### src/rtl/core/sem_pkg.sv
package sem_pkg;

   localparam int PIX_W        = 8;
   localparam int CSR_INDEX_W  = 2;
   localparam int CSR_DATA_W   = 13;
   localparam int WIDTH_REG_W  = 12;
   localparam int HEIGHT_REG_W = 13;
   localparam int MIN_DIM      = 3;
   localparam int RESET_WIDTH  = 640;
   localparam int RESET_HEIGHT = 480;
   localparam int OPQ_DEPTH    = 4;

   localparam logic [CSR_INDEX_W-1:0] CSR_FRAME_WIDTH  = CSR_INDEX_W'(0);
   localparam logic [CSR_INDEX_W-1:0] CSR_FRAME_HEIGHT = CSR_INDEX_W'(1);

   localparam logic [PIX_W-1:0] PIX_MAX = '1;

   typedef struct packed {
      logic [PIX_W-1:0] pixel;
      logic             drain;
   } req_type;

   typedef struct packed {
      logic [PIX_W-1:0] edge_res;
      logic             last;
   } rsp_type;

   typedef struct packed {
      logic emit;
      logic border;
      logic last;
   } op_flags_type;

   typedef enum logic [2:0] {
      BK_IDLE,
      BK_UPDATE,
      BK_GRAD,
      BK_SQUARE,
      BK_ROOT,
      BK_EMIT
   } back_state_type;

endpackage

### src/rtl/core/sem_queue.sv
module sem_queue
   import sem_pkg::*;
#(
   parameter int WIDTH = 8,
   parameter int DEPTH = 4
) (
   input  logic             clock,
   input  logic             reset,
   input  logic             push,
   input  logic [WIDTH-1:0] push_data,
   output logic             room,
   input  logic             pop,
   output logic             avail,
   output logic [WIDTH-1:0] head
);

   localparam int PTR_W = (DEPTH > 1) ? $clog2(DEPTH) : 1;
   localparam int CNT_W = $clog2(DEPTH + 1);

   logic [WIDTH-1:0] entries_ff [DEPTH];
   logic [PTR_W-1:0] wr_ptr_ff, wr_ptr_in;
   logic [PTR_W-1:0] rd_ptr_ff, rd_ptr_in;
   logic [CNT_W-1:0] count_ff, count_in;
   logic             do_push, do_pop;

   assign room    = count_ff != CNT_W'(DEPTH);
   assign avail   = count_ff != '0;
   assign head    = entries_ff[rd_ptr_ff];
   assign do_push = push & room;
   assign do_pop  = pop & avail;

   always_comb begin
      wr_ptr_in = wr_ptr_ff;
      rd_ptr_in = rd_ptr_ff;
      count_in  = count_ff;
      if (do_push) begin
         wr_ptr_in = (wr_ptr_ff == PTR_W'(DEPTH - 1)) ? '0 : wr_ptr_ff + PTR_W'(1);
      end
      if (do_pop) begin
         rd_ptr_in = (rd_ptr_ff == PTR_W'(DEPTH - 1)) ? '0 : rd_ptr_ff + PTR_W'(1);
      end
      if (do_push && !do_pop) begin
         count_in = count_ff + CNT_W'(1);
      end else if (do_pop && !do_push) begin
         count_in = count_ff - CNT_W'(1);
      end
   end

   always_ff @(posedge clock) begin
      if (reset) begin
         wr_ptr_ff <= '0;
         rd_ptr_ff <= '0;
         count_ff  <= '0;
      end else begin
         wr_ptr_ff <= wr_ptr_in;
         rd_ptr_ff <= rd_ptr_in;
         count_ff  <= count_in;
      end
   end

   always_ff @(posedge clock) begin
      if (do_push) begin
         entries_ff[wr_ptr_ff] <= push_data;
      end
   end

endmodule

### config.mk
export PLATFORM = sky130hd
export DESIGN_NAME = sem_queue
export DESIGN_NICKNAME = d
export VERILOG_FILES = /design/src/rtl/core/sem_pkg.sv /design/src/rtl/core/sem_queue.sv
export SDC_FILE = /design/constraint.sdc
export NUM_CORES = 1
export LEC_CHECK = 0
export ABC_AREA = 1
export BUFFER_PORTS_ARGS = -buffer_cell sky130_fd_sc_hd__buf_2
export CAP_MARGIN = 15
export CORE_MARGIN = 1
export CORE_UTILIZATION = 50
export DETAILED_ROUTE_END_ITERATION = 7
export GPL_TIMING_DRIVEN = 1
export MAX_ROUTING_LAYER = met4
export PLACE_DENSITY = 0.71
export SLEW_MARGIN = 20
export SYNTH_ARGS = -nofsm -noshare
export SYNTH_HDL_FRONTEND = slang
export SYNTH_SLANG_ARGS = --single-unit
### constraint.sdc
create_clock -name clock -period 2.55 [get_ports clock]
set_input_delay 0.51 -clock clock [delete_from_list [all_inputs] [get_ports clock]]
set_output_delay 0.51 -clock clock [all_outputs]
set_load 0.01 [all_outputs]
[Word-level counts from Yosys, hierarchy flattened]
Memories as Yosys holds them, arrays and structs flattened. A register that Yosys moved wholly into a read port is not among the register bits.
Index checks and enable logic that the tools add are counted.
Operators by class
  add/sub/neg operators: 4
  equality and inequality tests: 3
  mux-type cells: 8
  bitwise operators: 2
  reduce and logical (&&, ||, !) cells: 6
Operator list (number)
  $mux W2: 4
  $mux W3: 2
  $add A2 B1 Y2 const B: 2
  $eq A2 B2 Y1 const B: 2
  $add A3 B1 Y3 const B: 1
  $ne A3 B3 Y1 const B: 1
  $reduce_bool A3 Y1: 1
  $sub A3 B1 Y3 const B: 1
  $and A1 B1 Y1: 2
  $logic_and A1 B1 Y1: 2
  $logic_not A1 Y1: 2
  $mux W1: 2
  $reduce_bool A2 Y1: 1
Storage, ports and cells
  register bits after elaboration: 7
  bits in writable memories: 32
  bits of input ports: 12
  output and inout bits: 10
  logic and storage cells: 27
  memories: 1
Memories
  entries_ff: depth 4, bits a word 8, read ports 1, clocked after Yosys merged registers in 1, write ports 1, RTL line sem_queue.sv:20  | logic [WIDTH-1:0] entries_ff [DEPTH];

[Logic depth before layout (Yosys ltp)]
  depth after elaboration: 6
  gate-level depth with buffers: 13

[Least setup slack after synthesis]
Ideal clock, no wire load.
  kind: flip-flop to flip-flop
  start: register count_ff[1]
  end: register count_ff[1]
  setup time: 116 ps
  arrival time: 1603 ps
  data required time: 2434 ps
  slack: 831 ps
  cell stages (with the launch flop): 10
  path buffers: 0
  cells stage by stage: dfxtp_1 > nor2_2 > nand2_2 > nand2_2 > inv_1 > ha_1 > inv_1 > fa_1 > o21ai_0 > nor2_1
RTL lines
  from (decl): RTL line sem_queue.sv:23  | logic [CNT_W-1:0] count_ff, count_in;
  from (signal assigned): RTL line sem_queue.sv:57  | count_ff <= count_in;
  $ne A3 B3 Y1: RTL line sem_queue.sv:26  | assign room = count_ff != CNT_W'(DEPTH);
  named net room: RTL line sem_queue.sv:11  | output logic room,
  $and A1 B1 Y1: RTL line sem_queue.sv:29  | assign do_push = push & room;
  named net do_push: RTL line sem_queue.sv:24  | logic do_push, do_pop;
  $logic_and A1 B1 Y1: RTL line sem_queue.sv:42  | if (do_push && !do_pop) begin
  $mux W3: RTL line sem_queue.sv:42
  named net count_in[1]: RTL line sem_queue.sv:23
The timed path passes the listed nets, and every way through them passes these cells. The select of a mux whose other input is x is not followed.
A chain may end at the register's enable or synchronous reset.

==> qor.csv <==
stage,metric,value,unit
logic_synthesis,Adder-Cell Fraction of Synth Area,0.0560,
clock_tree,clk sink count,41,
logic_synthesis,Synth top area share,0.566,
die,Total Die Area,3630,um2
power_and_ir_drop,switch share,0.342,
clock_tree,Root Driver,clkbuf_4,
worst_setup_path,CP Class,reg2out,
grt,initial antenna violation count,0,
logic_synthesis,Synth Area in XOR/XNOR,0.00516,
worst_hold_path,Hold Crit Depth,2,
routing,# DRC,0,
finish,# diodes,0,
placement,Post-DP HPWL,2010,um
finish,Util after Layout,0.625,
clock_tree,# hold bufs at CTS,0,
die,Rows,20,
routing,final WL,2850,um
placement,Final Wtd Congestion,0.827,
worst_setup_path,"slowest stage delay, CP",540,ps
finish,Final nets,195,
logic_synthesis,Synth Area in Simple Gates,0.125,
worst_setup_path,CP top delay family,flip-flops,
clock_tree,post-CTS resize count,0,
power_and_ir_drop,power share of the sequential group,0.468,
worst_hold_path,hold worst-path end,count_ff[0],
finish,fin cells,221,
worst_hold_path,Min-Delay Startpoint,reset,
logic_synthesis,Synth Area per Inst,11.7,um2
grt,grt ovf,0,
finish,P&R area growth vs syn,15.3,%
sta,final setup vio count,0,
worst_setup_path,Worst Path Max Fanout,9,
logic_synthesis,post-synthesis mux area share,0,
worst_setup_path,worst r2r path cells,9,
die,core area,3130,um2
sta,final setup margin,527,ps
clock_tree,Max Root-Sink Buffers,2,
clock_tree,CTS tree,done,
die,die width,60.3,um
die,Die H,60.3,um
grt,GRT Util Overall,0.186,
logic_synthesis,Cells after Synth,145,
sta,slew margin rel.,0.771,
routing,Post-DRT Antenna Nets,0,
sta,Final Cycle Share,0.793,
logic_synthesis,flop and latch count out of synthesis,41,
clock_tree,clk_lat worst skew,340,ps
sta,Final Hold Fails,0,
clock_tree,CTS clock-pin slew for the worst setup and hold paths,120,ps
grt,first-pass GRT wire length,4500,um
power_and_ir_drop,worst vdd rail ir drop,0.000558,V
routing,routed len/inst,12.9,um
placement,Port Buffer Count,21,
logic_synthesis,cell taking the most area after synthesis,edfxtp_1,
logic_synthesis,post-synthesis cell area,1700,um2
logic_synthesis,Synth area leaders,"edfxtp_1, dfxtp_1, nor2_1",
placement,DP Worst Slack,686,ps
logic_synthesis,compound-cell area share of the yosys netlist,0.0922,
sta,Fmax,494,MHz
sta,Max Slew Vio Count,0,
power_and_ir_drop,P_int,1.27,mW
worst_setup_path,CP Launch Type,flop,
clock_tree,Post-CTS Setup Bufs,0,
routing,via count,1090,
finish,layout cell share with drive strength beyond 1,0.237,
worst_setup_path,Worst Setup End Kind,output port,
worst_setup_path,Worst EP required,2040,ps
sta,crit path time final,2020,ps
logic_synthesis,largest family of logic cells by synthesized area,simple AND/OR/NAND/NOR gates,
worst_setup_path,Critical-path top delay cell,dfxtp_1,
worst_setup_path,RR Startpoint,count_ff[1],
sta,worst hold margin,319,ps
flow_run,max-cap check violation count,0,
logic_synthesis,syn_nets,164,
power_and_ir_drop,LEAKAGE,0.785,nW
sta,TNS Setup,0,ps
power_and_ir_drop,pwr dens,983,nW/um2
grt,vias in the first global route,1019,
logic_synthesis,sequential fraction of the synthesis area,0.673,
worst_setup_path,Reg-to-Reg End,count_ff[1],
sta,Tightest Pin Transition,343,ps
worst_setup_path,flop2flop setup slack,730,ps
grt,largest net degree at the start of global routing,17,
placement,Placed Cells,213,
sta,RSZ-0062 raised after global routing,no,
sta,clock skew,5.32,ps
power_and_ir_drop,P_sw,0.657,mW
run_status,outcome,"finished, final reports clean",
worst_hold_path,HP Class,in2reg,
clock_tree,TritonCTS Buffers,5,
routing,post-DR vias/cell,4.93,
worst_setup_path,CP Cell Sequence,inv_1 -> o21ai_0 -> o22ai_1 -> buf_2,
worst_setup_path,Crit path buffers/inverters,2,
clock_tree,CTS H-tree depth,2,
logic_synthesis,Cell variety after synth,20,
power_and_ir_drop,Comb pwr share,0.324,
die,starting density of the core,0.542,
routing,detailed router's first-iteration violation count,43,
logic_synthesis,synth warn,0,
worst_setup_path,CP arrival,1510,ps
power_and_ir_drop,Clock Power Share,0.208,
die,I/O pin count,22,
routing,DRT Pass-1 Iters,4,
cell type report:
class / count / area [um2]
sequential: 41 / 1140
fill: 248 / 1170
inverter: 16 / 60.1
multi-input combinational: 86 / 473
clock buffer: 7 / 76.3
clock inverter: 1 / 7.51
timing repair buffer: 26 / 143
tap: 44 / 55.1
layer usage:
layer	GRT usage	up-vias	wire length, um
li1	-	558	-
met1	0.210	501	1250
met2	0.301	24	1450
met3	0.0649	7	120
met4	0.0698	0	40
met5	-	-	0
cells in the mapped netlist:
cell type,n
edfxtp_1,32
nor2_1,32
inv_1,15
o21ai_0,13
nand2_1,11
dfxtp_1,9
o22ai_1,8
ha_1,6
nand2_2,3
o21ai_2,3
a21oi_1,2
buf_6,2
nand3b_1,2
fa_1,1
inv_2,1
nand3_1,1
nand4_1,1
nor2_2,1
o21ai_1,1
xor2_1,1
power groups by stage:
stage	clock network (mW)	logic [mW]	registers, mW
3_3_place_gp	0	0.596	0.913
2_1_floorplan	0	0.438	0.898
6_report	0.399	0.623	0.900
5_1_grt	0.441	0.707	0.912
3_5_place_dp	0	0.627	0.917
4_1_cts	0.417	0.631	0.902
worst register-to-register path: cells and delay by family (launching register included):
kind                     cells  cell delay, ps
adder cells (fa/ha/maj)      2             620
flip-flops                   1             370
buffers and inverters        2             150
AO/OA/AOI/OAI                1             160
AND/OR/NAND/NOR              4             450
stage by stage:
stage          instance area (um2)  power (mW)
2_1_floorplan                 1700        1.34
3_3_place_gp                  1870        1.51
3_5_place_dp                  1870        1.54
4_1_cts                       1960        1.95
5_1_grt                       1960        2.06
6_report                      1960        1.92
sequential cells by signal (all words and copies together) (netlist names), named ones only:
signal	cells
entries_ff	32
count_ff	3
wr_ptr_ff	2
rd_ptr_ff	2
how the worst max path moves through the flow:
stage | cells past startpoint | endpoint | startpoint
CTS | 4 | head[4] | flop
floorplan | 9 | count_ff[1] | count_ff[1]
global route | 4 | head[4] | flop
global placement | 8 | count_ff[1] | push
finish | 4 | head[1] | flop
detailed placement | 12 | count_ff[2] | push
kinds of logic (layout without fill, tap and decap cells):
family,Yosys count,after routing
buffers and inverters,18,50
AOI/OAI and AO/OA,27,27
adders and majority gates,7,7
DFF,41,41
xor gates and xnor gates,1,1
and+or+nand+nor,51,51
layout by cell type, fill, tap and decap left out, drive strengths merged, types with 6 or more instances in the layout:
cell type / instances
nor2: 33
edfxtp: 32
buf: 26
o21ai: 17
inv: 16
nand2: 14
dfxtp: 9
o22ai: 8
clkbuf: 7
ha: 6
(Power assumes the default switching activity.)
