### config.mk
export PLATFORM = sky130hd
export DESIGN_NAME = sem_front
export DESIGN_NICKNAME = d
export VERILOG_FILES = /design/src/rtl/core/sem_pkg.sv /design/src/rtl/core/sem_front.sv
export SDC_FILE = /design/constraint.sdc
export NUM_CORES = 1
export LEC_CHECK = 0
export BUFFER_PORTS_ARGS = -buffer_cell sky130_fd_sc_hd__buf_2
export CAP_MARGIN = 20
export CORE_MARGIN = 2
export CORE_UTILIZATION = 55
export CTS_CLUSTER_DIAMETER = 200
export DETAILED_ROUTE_END_ITERATION = 16
export GPL_ROUTABILITY_DRIVEN = 0
export PLACE_DENSITY_LB_ADDON = 0.3
export SLEW_MARGIN = 20
export SYNTH_ARGS = -nofsm -noshare
export SYNTH_HDL_FRONTEND = slang
export SYNTH_SLANG_ARGS = --single-unit
### constraint.sdc
create_clock -name clock -period 3.15 [get_ports clock]
set_clock_uncertainty 0.05 [all_clocks]
set_input_delay 0.4725 -clock clock [delete_from_list [all_inputs] [get_ports clock]]
set_output_delay 0.4725 -clock clock [all_outputs]
set_load 0.005 [all_outputs]
### src/rtl/core/sem_pkg.sv
package sem_pkg;

   localparam int PIX_W        = 8;
   localparam int CSR_INDEX_W  = 2;
   localparam int CSR_DATA_W   = 13;
   localparam int WIDTH_REG_W  = 12;
   localparam int HEIGHT_REG_W = 13;
   localparam int MIN_DIM      = 3;
   localparam int RESET_WIDTH  = 640;
   localparam int RESET_HEIGHT = 480;
   localparam int OPQ_DEPTH    = 4;

   localparam logic [CSR_INDEX_W-1:0] CSR_FRAME_WIDTH  = CSR_INDEX_W'(0);
   localparam logic [CSR_INDEX_W-1:0] CSR_FRAME_HEIGHT = CSR_INDEX_W'(1);

   localparam logic [PIX_W-1:0] PIX_MAX = '1;

   typedef struct packed {
      logic [PIX_W-1:0] pixel;
      logic             drain;
   } req_type;

   typedef struct packed {
      logic [PIX_W-1:0] edge_res;
      logic             last;
   } rsp_type;

   typedef struct packed {
      logic emit;
      logic border;
      logic last;
   } op_flags_type;

   typedef enum logic [2:0] {
      BK_IDLE,
      BK_UPDATE,
      BK_GRAD,
      BK_SQUARE,
      BK_ROOT,
      BK_EMIT
   } back_state_type;

endpackage

### src/rtl/core/sem_front.sv
module sem_front
   import sem_pkg::*;
#(
   parameter int MAX_WIDTH  = 2048,
   parameter int MAX_HEIGHT = 4096
) (
   input  logic                          clock,
   input  logic                          reset,
   input  logic                          req_valid,
   input  req_type                       req_data,
   output logic                          req_stall,
   input  logic                          csr_valid,
   output logic                          csr_ready,
   input  logic [CSR_INDEX_W-1:0]        csr_index,
   input  logic [CSR_DATA_W-1:0]         csr_wdata,
   input  logic                          op_room,
   output logic                          op_push,
   output logic [PIX_W-1:0]              op_pixel,
   output logic [$clog2(MAX_WIDTH)-1:0]  op_col,
   output op_flags_type                  op_flags
);

   localparam int COL_W = $clog2(MAX_WIDTH);
   localparam int FW_W  = $clog2(MAX_WIDTH + 1);
   localparam int FH_W  = $clog2(MAX_HEIGHT + 1);
   localparam int IR_W  = $clog2(MAX_HEIGHT + 2);
   localparam int OR_W  = $clog2(MAX_HEIGHT);
   localparam int RST_W = (RESET_WIDTH > MAX_WIDTH) ? MAX_WIDTH : RESET_WIDTH;
   localparam int RST_H = (RESET_HEIGHT > MAX_HEIGHT) ? MAX_HEIGHT : RESET_HEIGHT;

   logic [FW_W-1:0]  fw_ff, fw_in, fw_new, fw_last;
   logic [FH_W-1:0]  fh_ff, fh_in, fh_new, fh_last;
   logic [COL_W-1:0] in_col_ff, in_col_in;
   logic [IR_W-1:0]  in_row_ff, in_row_in;
   logic [COL_W-1:0] out_col_ff, out_col_in;
   logic [OR_W-1:0]  out_row_ff, out_row_in;

   logic [WIDTH_REG_W-1:0]  w_raw;
   logic [HEIGHT_REG_W-1:0] h_raw;
   logic [FW_W-1:0]         col_next, ocol_next;
   logic                    go, frame_done, exec, emit, last, border;

   assign csr_ready = 1'b1;
   assign req_stall = ~op_room;

   assign w_raw = csr_wdata[WIDTH_REG_W-1:0];
   assign h_raw = csr_wdata[HEIGHT_REG_W-1:0];

   always_comb begin
      if (int'(w_raw) > MAX_WIDTH) begin
         fw_new = FW_W'(MAX_WIDTH);
      end else if (int'(w_raw) < MIN_DIM) begin
         fw_new = FW_W'(MIN_DIM);
      end else begin
         fw_new = FW_W'(w_raw);
      end
      if (int'(h_raw) > MAX_HEIGHT) begin
         fh_new = FH_W'(MAX_HEIGHT);
      end else if (int'(h_raw) < MIN_DIM) begin
         fh_new = FH_W'(MIN_DIM);
      end else begin
         fh_new = FH_W'(h_raw);
      end
   end

   assign fw_last    = fw_ff - FW_W'(1);
   assign fh_last    = fh_ff - FH_W'(1);
   assign go         = req_valid & ~req_stall;
   assign frame_done = in_row_ff >= IR_W'(fh_ff);
   assign exec       = go & (frame_done ? req_data.drain : ~req_data.drain);
   assign col_next   = FW_W'(in_col_ff) + FW_W'(1);
   assign ocol_next  = FW_W'(out_col_ff) + FW_W'(1);
   assign emit       = (in_row_ff >= IR_W'(2)) ||
                       ((in_row_ff == IR_W'(1)) && (in_col_ff != '0));
   assign last       = (FH_W'(out_row_ff) == fh_last) && (FW_W'(out_col_ff) == fw_last);
   assign border     = (out_row_ff == '0) || (FH_W'(out_row_ff) >= fh_last) ||
                       (out_col_ff == '0) || (FW_W'(out_col_ff) >= fw_last);

   assign op_push         = exec;
   assign op_pixel        = frame_done ? '0 : req_data.pixel;
   assign op_col          = in_col_ff;
   assign op_flags.emit   = emit;
   assign op_flags.border = border;
   assign op_flags.last   = last;

   always_comb begin
      fw_in      = fw_ff;
      fh_in      = fh_ff;
      in_col_in  = in_col_ff;
      in_row_in  = in_row_ff;
      out_col_in = out_col_ff;
      out_row_in = out_row_ff;
      if (csr_valid && (csr_index == CSR_FRAME_WIDTH || csr_index == CSR_FRAME_HEIGHT)) begin
         if (csr_index == CSR_FRAME_WIDTH) begin
            fw_in = fw_new;
         end else begin
            fh_in = fh_new;
         end
         in_col_in  = '0;
         in_row_in  = '0;
         out_col_in = '0;
         out_row_in = '0;
      end else if (exec) begin
         if (col_next >= fw_ff) begin
            in_col_in = '0;
            in_row_in = in_row_ff + IR_W'(1);
         end else begin
            in_col_in = COL_W'(col_next);
         end
         if (emit) begin
            if (last) begin
               in_col_in  = '0;
               in_row_in  = '0;
               out_col_in = '0;
               out_row_in = '0;
            end else if (ocol_next >= fw_ff) begin
               out_col_in = '0;
               out_row_in = out_row_ff + OR_W'(1);
            end else begin
               out_col_in = COL_W'(ocol_next);
            end
         end
      end
   end

   always_ff @(posedge clock) begin
      if (reset) begin
         fw_ff      <= FW_W'(RST_W);
         fh_ff      <= FH_W'(RST_H);
         in_col_ff  <= '0;
         in_row_ff  <= '0;
         out_col_ff <= '0;
         out_row_ff <= '0;
      end else begin
         fw_ff      <= fw_in;
         fh_ff      <= fh_in;
         in_col_ff  <= in_col_in;
         in_row_ff  <= in_row_in;
         out_col_ff <= out_col_in;
         out_row_ff <= out_row_in;
      end
   end

endmodule

== Word level (Yosys, flattened, before mapping) ==
Index checks and enable logic that the tools add are counted.

* Output and inout bits: 25
* Bits in registers: 72
* Logic and storage cells: 65

* Equality and inequality tests: 4
* Add/subtract/negate cells: 6
* Mux-type cells: 16
* Reduce and logical (&&, ||, !) cells: 18
* Order comparisons: 10
* Bitwise operators: 5

{| class="wikitable"
|+ Operators with widths
! cell !! number
|-
| $mux W13 || 5
|-
| $mux W11 || 5
|-
| $mux W12 || 4
|-
| $add A11 B1 Y12 const B || 2
|-
| $ge A12 B12 Y1 || 2
|-
| $add A13 B1 Y13 const B || 1
|-
| $eq A12 B13 Y1 || 1
|-
| $eq A13 B1 Y1 const B || 1
|-
| $ge A12 B13 Y1 || 1
|-
| $ge A13 B13 Y1 || 1
|-
| $ge A13 B2 Y1 const B || 1
|-
| $gt A13 B13 Y1 const B || 1
|-
| $lt A13 B2 Y1 const B || 1
|-
| $sub A13 B1 Y13 const B || 1
|-
| $add A12 B1 Y12 const B || 1
|-
| $eq A11 B12 Y1 || 1
|-
| $ge A11 B12 Y1 || 1
|-
| $gt A12 B12 Y1 const B || 1
|-
| $logic_not A12 Y1 || 1
|-
| $lt A12 B2 Y1 const B || 1
|-
| $sub A12 B1 Y12 const B || 1
|-
| $logic_not A11 Y1 || 1
|-
| $reduce_bool A11 Y1 || 1
|-
| $mux W8 || 1
|-
| other kinds (11) || 22
|}

== Logic depth before layout (Yosys ltp) ==
* Depth in word-level cells: 5
* Depth in mapped cells: 17
* Gate-level depth less buffers: 15

== Least setup slack after synthesis ==
Ideal clock, no wire load.

* Kind: reg-to-reg
* Start: register in_col_ff[2] (netlist: op_col[2])
* End: register in_col_ff[3] (netlist: op_col[3])
* Arrival time: 3.249 ns
* Data required time: 3.013 ns
* Slack: -0.236 ns
* Stages on the path, launching flop included: 17
* Clock period less this slack: 3.386 ns
* Path through: dfxtp_1 clkbuf_1 and3_1 and3_1 nand3_1 inv_1 and3_1 xor2_1 ha_1 a21o_1 a21o_1 a21oi_1 nand3_1 a21o_2 nor3_4 nand2_1 o31ai_1

* Longest elaborated chain between the ends: 5

{| class="wikitable"
|+ RTL lines
! element !! RTL line !! source
|-
| start: declaration || sem_front.sv:33 || <nowiki>logic [COL_W-1:0] in_col_ff, in_col_in;</nowiki>
|-
| start signal: assignment || sem_front.sv:137 || <nowiki>in_col_ff <= in_col_in;</nowiki>
|-
| $add A11 B1 Y12 || sem_front.sv:71 || <nowiki>assign col_next = FW_W'(in_col_ff) + FW_W'(1);</nowiki>
|-
| $ge A12 B12 Y1 || sem_front.sv:104 || <nowiki>if (col_next >= fw_ff) begin</nowiki>
|-
| $mux W11 || sem_front.sv:104 ||
|-
| $mux W11 || sem_front.sv:111 || <nowiki>if (last) begin</nowiki>
|-
| $mux W11 (*) || sem_front.sv:110 || <nowiki>if (emit) begin</nowiki>
|}

Mark *: on every way between the ends. The rest lies on a longest branch, timed or not.
A chain may end at the register's enable or synchronous reset.

==> key figures <==
Worst setup path
  – CP max FO: 3
  – Critical Path, Cell by Cell: or4_4 > nor3_4 > xnor2_2 > ha_1 > and4_1 > nand4_1 > buf_4 > nand3_1 > o221ai_2 > nand4_1 > buf_2
  – Reg2reg path depth: 16
  – Crit path from: fh_ff[6]
  – CP Buf/Inv Count: 2
  – Setup crit end kind: primary output
  – Reg-to-Reg End: out_col_ff[7]
  – R2r setup slk: -290 ps
  – Cell family contributing the most delay on the critical path: simple AND/OR/NAND/NOR gates
  – Crit path to: op_flags[1]
  – Crit path launch type: flip-flop
  – Cell mode on critical path: nand4_1
  – Setup CP Type: flip-flop to primary output
  – Worst EP arrival: 2950 ps
  – Req. time, crit path: 2630 ps
  – Start of the worst register-to-register path: fh_ff[6]
  – CP peak stage delay: 570 ps
  – Cell depth of the worst setup path: 11
  – Critical-path top delay cell: or4_4

Yosys
  – #FFs+latches synth: 72
  – Post-synth EDFFs: 0
  – Post-Syn Instances: 677
  – Largest cells by area after synthesis: dfxtp_1, ha_1, xnor2_1
  – Async SR Flop Fraction: 0%
  – Netlist Area Pre-Place: 0.005484 mm^2
  – Sequential-to-total area share from yosys stat: 26.28%
  – Post-synth top area share: 26.28%
  – Synth Area in Compound Gates: 16.27%
  – Syn Area/Cell: 8.100 um^2
  – Xor-xnor portion of the synthesized cell area: 7.826%
  – Simple-Gate Fraction of Synth Area: 28.38%
  – Commonest cells in the netlist: dfxtp_1, ha_1, nor2_1
  – Combinational family with the most area after synthesis: simple AND/OR/NAND/NOR gates
  – Post-synthesis adder-cell area fraction: 16.20%
  – Prevailing post-synth register cell: dfxtp_1
  – Post-Syn Nets: 777
  – Post-synth cell types: 61
  – Yosys top cell by area: dfxtp_1
  – Yosys warns: 0
  – Most common cell in the synthesized netlist: dfxtp_1
  – Post-synthesis mux area share: 0.1825%

STA
  – Hold slack: 349.6 ps
  – Slew @ Worst Pin: 652.2 ps
  – Final worst path period need: 3477 ps
  – Max frequency: 287.6 MHz
  – Setup ws final: -326.9 ps
  – Count of final hold-check violations: 0
  – Final period util: 110.4%
  – Setup TNS Final: -8883 ps
  – Setup violators final: 49
  – RSZ-0062 raised after global routing: true
  – Slew Viols, Final: 0
  – Max_slew headroom: 56.52%

Job
  – Max-cap viol count: 0

Global route
  – Met3 Usage GRT: 4.762%
  – Vias in the first global route: 5748
  – Gr ovfl total: 0
  – Routing usage on met2: 52.49%
  – First-pass GRT wire length: 26830 um
  – Gr busiest metal: met2
  – All-Layer GR Usage: 30.35%
  – Largest net degree at the start of global routing: 28
  – M1 GR Usage: 35.50%
  – Initial antenna violation count: 0

Layout
  – Share of layout cells above drive strength 1: 31.14%
  – Nets: 903
  – Area growth syn-to-layout: 29.96%
  – Number of fill cells: 696
  – ANT cells: 0

Floorplan
  – Die area: 0.01079 mm^2
  – Initial Utilization: 56.37%
  – IO Pins: 54
  – Area of the core: 0.009729 mm^2
  – Die height: 103.9 um
  – # rows: 36
  – Die Wd: 103.9 um

Clocking
  – TritonCTS Buffers: 9
  – Clock Sinks: 72
  – CTS Buffer Depth: 2
  – CTS tree: yes
  – H-tree levels: 3
  – Clock latency on the worst-skew pair: 360 ps
  – Clock root cell: clkbuf_8
  – Hold-fix buffers, CTS: 0
  – Reg clk slew, reported paths: 80 ps

Pwr
  – Leak pwr: 0.003137 uW
  – Worst VDD drop: 0.2071 mV
  – Power Density: 285.5 mW/mm^2

Route
  – Drt pass-1 iters: 5
  – Routed via count: 5787
  – Mean number of vias per cell: 6.163
  – Routed WL per cell: 17.68 um
  – Initial DRC count: 479
  – Final ANT Viol Nets: 0
  – # DRC: 0
  – WL final: 16610 um

Outcome
  – Outcome: finished, violations left
  – Failing checks: negative setup slack

Placement
  – HPWL Detailed: 11540 um
  – Pre-CTS setup slack: -187.7 ps
  – Port bufs: 52

Worst hold path
  – Hold Crit Class: input pin to flip-flop
## cell type report
cell class	count	area (um^2)	area share, %
clock buffer	11	141.4	1.984
multi-input combinational	544	4188	58.76
sequential	72	1460	20.49
tap	133	166.4	2.335
inverter	38	142.6	2.001
clock inverter	3	67.56	0.9480
timing repair buffer	138	960.9	13.48
## layer usage
layer	vias to the layer above	wire, um
met5	-	0
met4	0	940
met3	82	1058
met2	253	8039
met1	2747	6567
li1	2705	-
## metrics by stage
step | utilization [%] | power, uW | cell area, um^2 | cells
floorplan | - | 1086 | 5582 | 677
global placement | 65.57 | 1175 | 6380 | 906
detailed placement | 65.57 | 1183 | 6380 | 906
CTS | 71.97 | 2018 | 7002 | 936
global route | 73.25 | 2090 | 7127 | 939
finish | 73.25 | 2035 | 7127 | 939
## registers in the layout, summed over array words and instances (netlist names)
| signal | count |
|---|---|
| fw_ff | 12 |
| op_col | 11 |
| fh_ff | 13 |
| in_row_ff | 13 |
| out_row_ff | 12 |
| out_col_ff | 11 |
## placed cells by master, fill, tap and decap left out, types with 5 or more instances in the layout
cell	synthesis	routed
nand3b_1	5	5
a21oi_1	45	33
a21o_1	9	9
buf_4	5	73
nand3_1	34	27
nand2_2	0	5
nand4_1	14	14
nor4_1	11	10
and3_1	23	17
a32o_1	6	5
nor3b_1	9	8
a221o_1	5	5
dfxtp_1	72	59
clkbuf_8	0	10
ha_1	71	69
or3_1	6	6
o21ai_1	1	9
and2_1	12	12
nor3_1	23	17
nor2b_1	7	7
dfxtp_2	0	12
nand3_2	0	5
o21ai_0	32	19
nor2_1	63	57
buf_6	2	14
buf_2	0	51
xor2_1	17	16
nand2_1	49	43
a21oi_2	1	12
nor3_4	2	6
inv_1	38	34
and3_4	0	5
a22oi_1	11	11
and4_1	7	5
xnor2_1	32	31
## report_power, final
group / total [uW] / leakage [uW] / switching (uW) / internal, uW
combinational: 273 / 0.00245 / 154 / 120
sequential: 930 / 0.000587 / 11.1 / 919
clock: 831 / 0.000101 / 371 / 460
total: 2030 / 0.00314 / 536 / 1500
## cells by family (layout without fill, tap and decap cells)
family          count (synthesis)  in the layout
fa+ha+maj                      71             71
simple gates                  285            285
xor+xnor                       49             49
flops                          72             72
compound gates                137            137
buf+inv                        61            190
other cells                     1              1
mux                             1              1
## what timing repair did
action | 4_1_cts | 5_1_grt
pin swaps | 55 | 12
setup endpoints to repair | 55 | 58
resized for setup | 86 | 25
buffers inserted | 14 | 3
gates cloned | 3 | 0
## worst register-to-register path: stages, from the launching register on
cell,delay [ps]
dfxtp_2,320
or4_4,570
nor3_4,180
xnor2_2,100
ha_1,320
and4_1,220
nand4_1,210
nor3_2,210
and4_4,260
buf_6,110
buf_6,110
buf_6,110
buf_4,110
nor2_4,40
and2_1,150
o21ai_1,140
a21oi_1,100
## how the worst min path moves through the flow
stage | start | to | slack, ps | depth (start not counted)
2_1_floorplan | fh_ff[5] | fh_ff[5] | 410 | 1
3_3_place_gp | fh_ff[5] | fh_ff[5] | 420 | 1
3_5_place_dp | fh_ff[5] | fh_ff[5] | 440 | 1
4_1_cts | csr_wdata[9] | fw_ff[9] | 340 | 2
5_1_grt | csr_wdata[9] | fw_ff[9] | 360 | 2
6_report | csr_wdata[7] | fw_ff[7] | 350 | 2
Power figures use the tool's default switching activity.
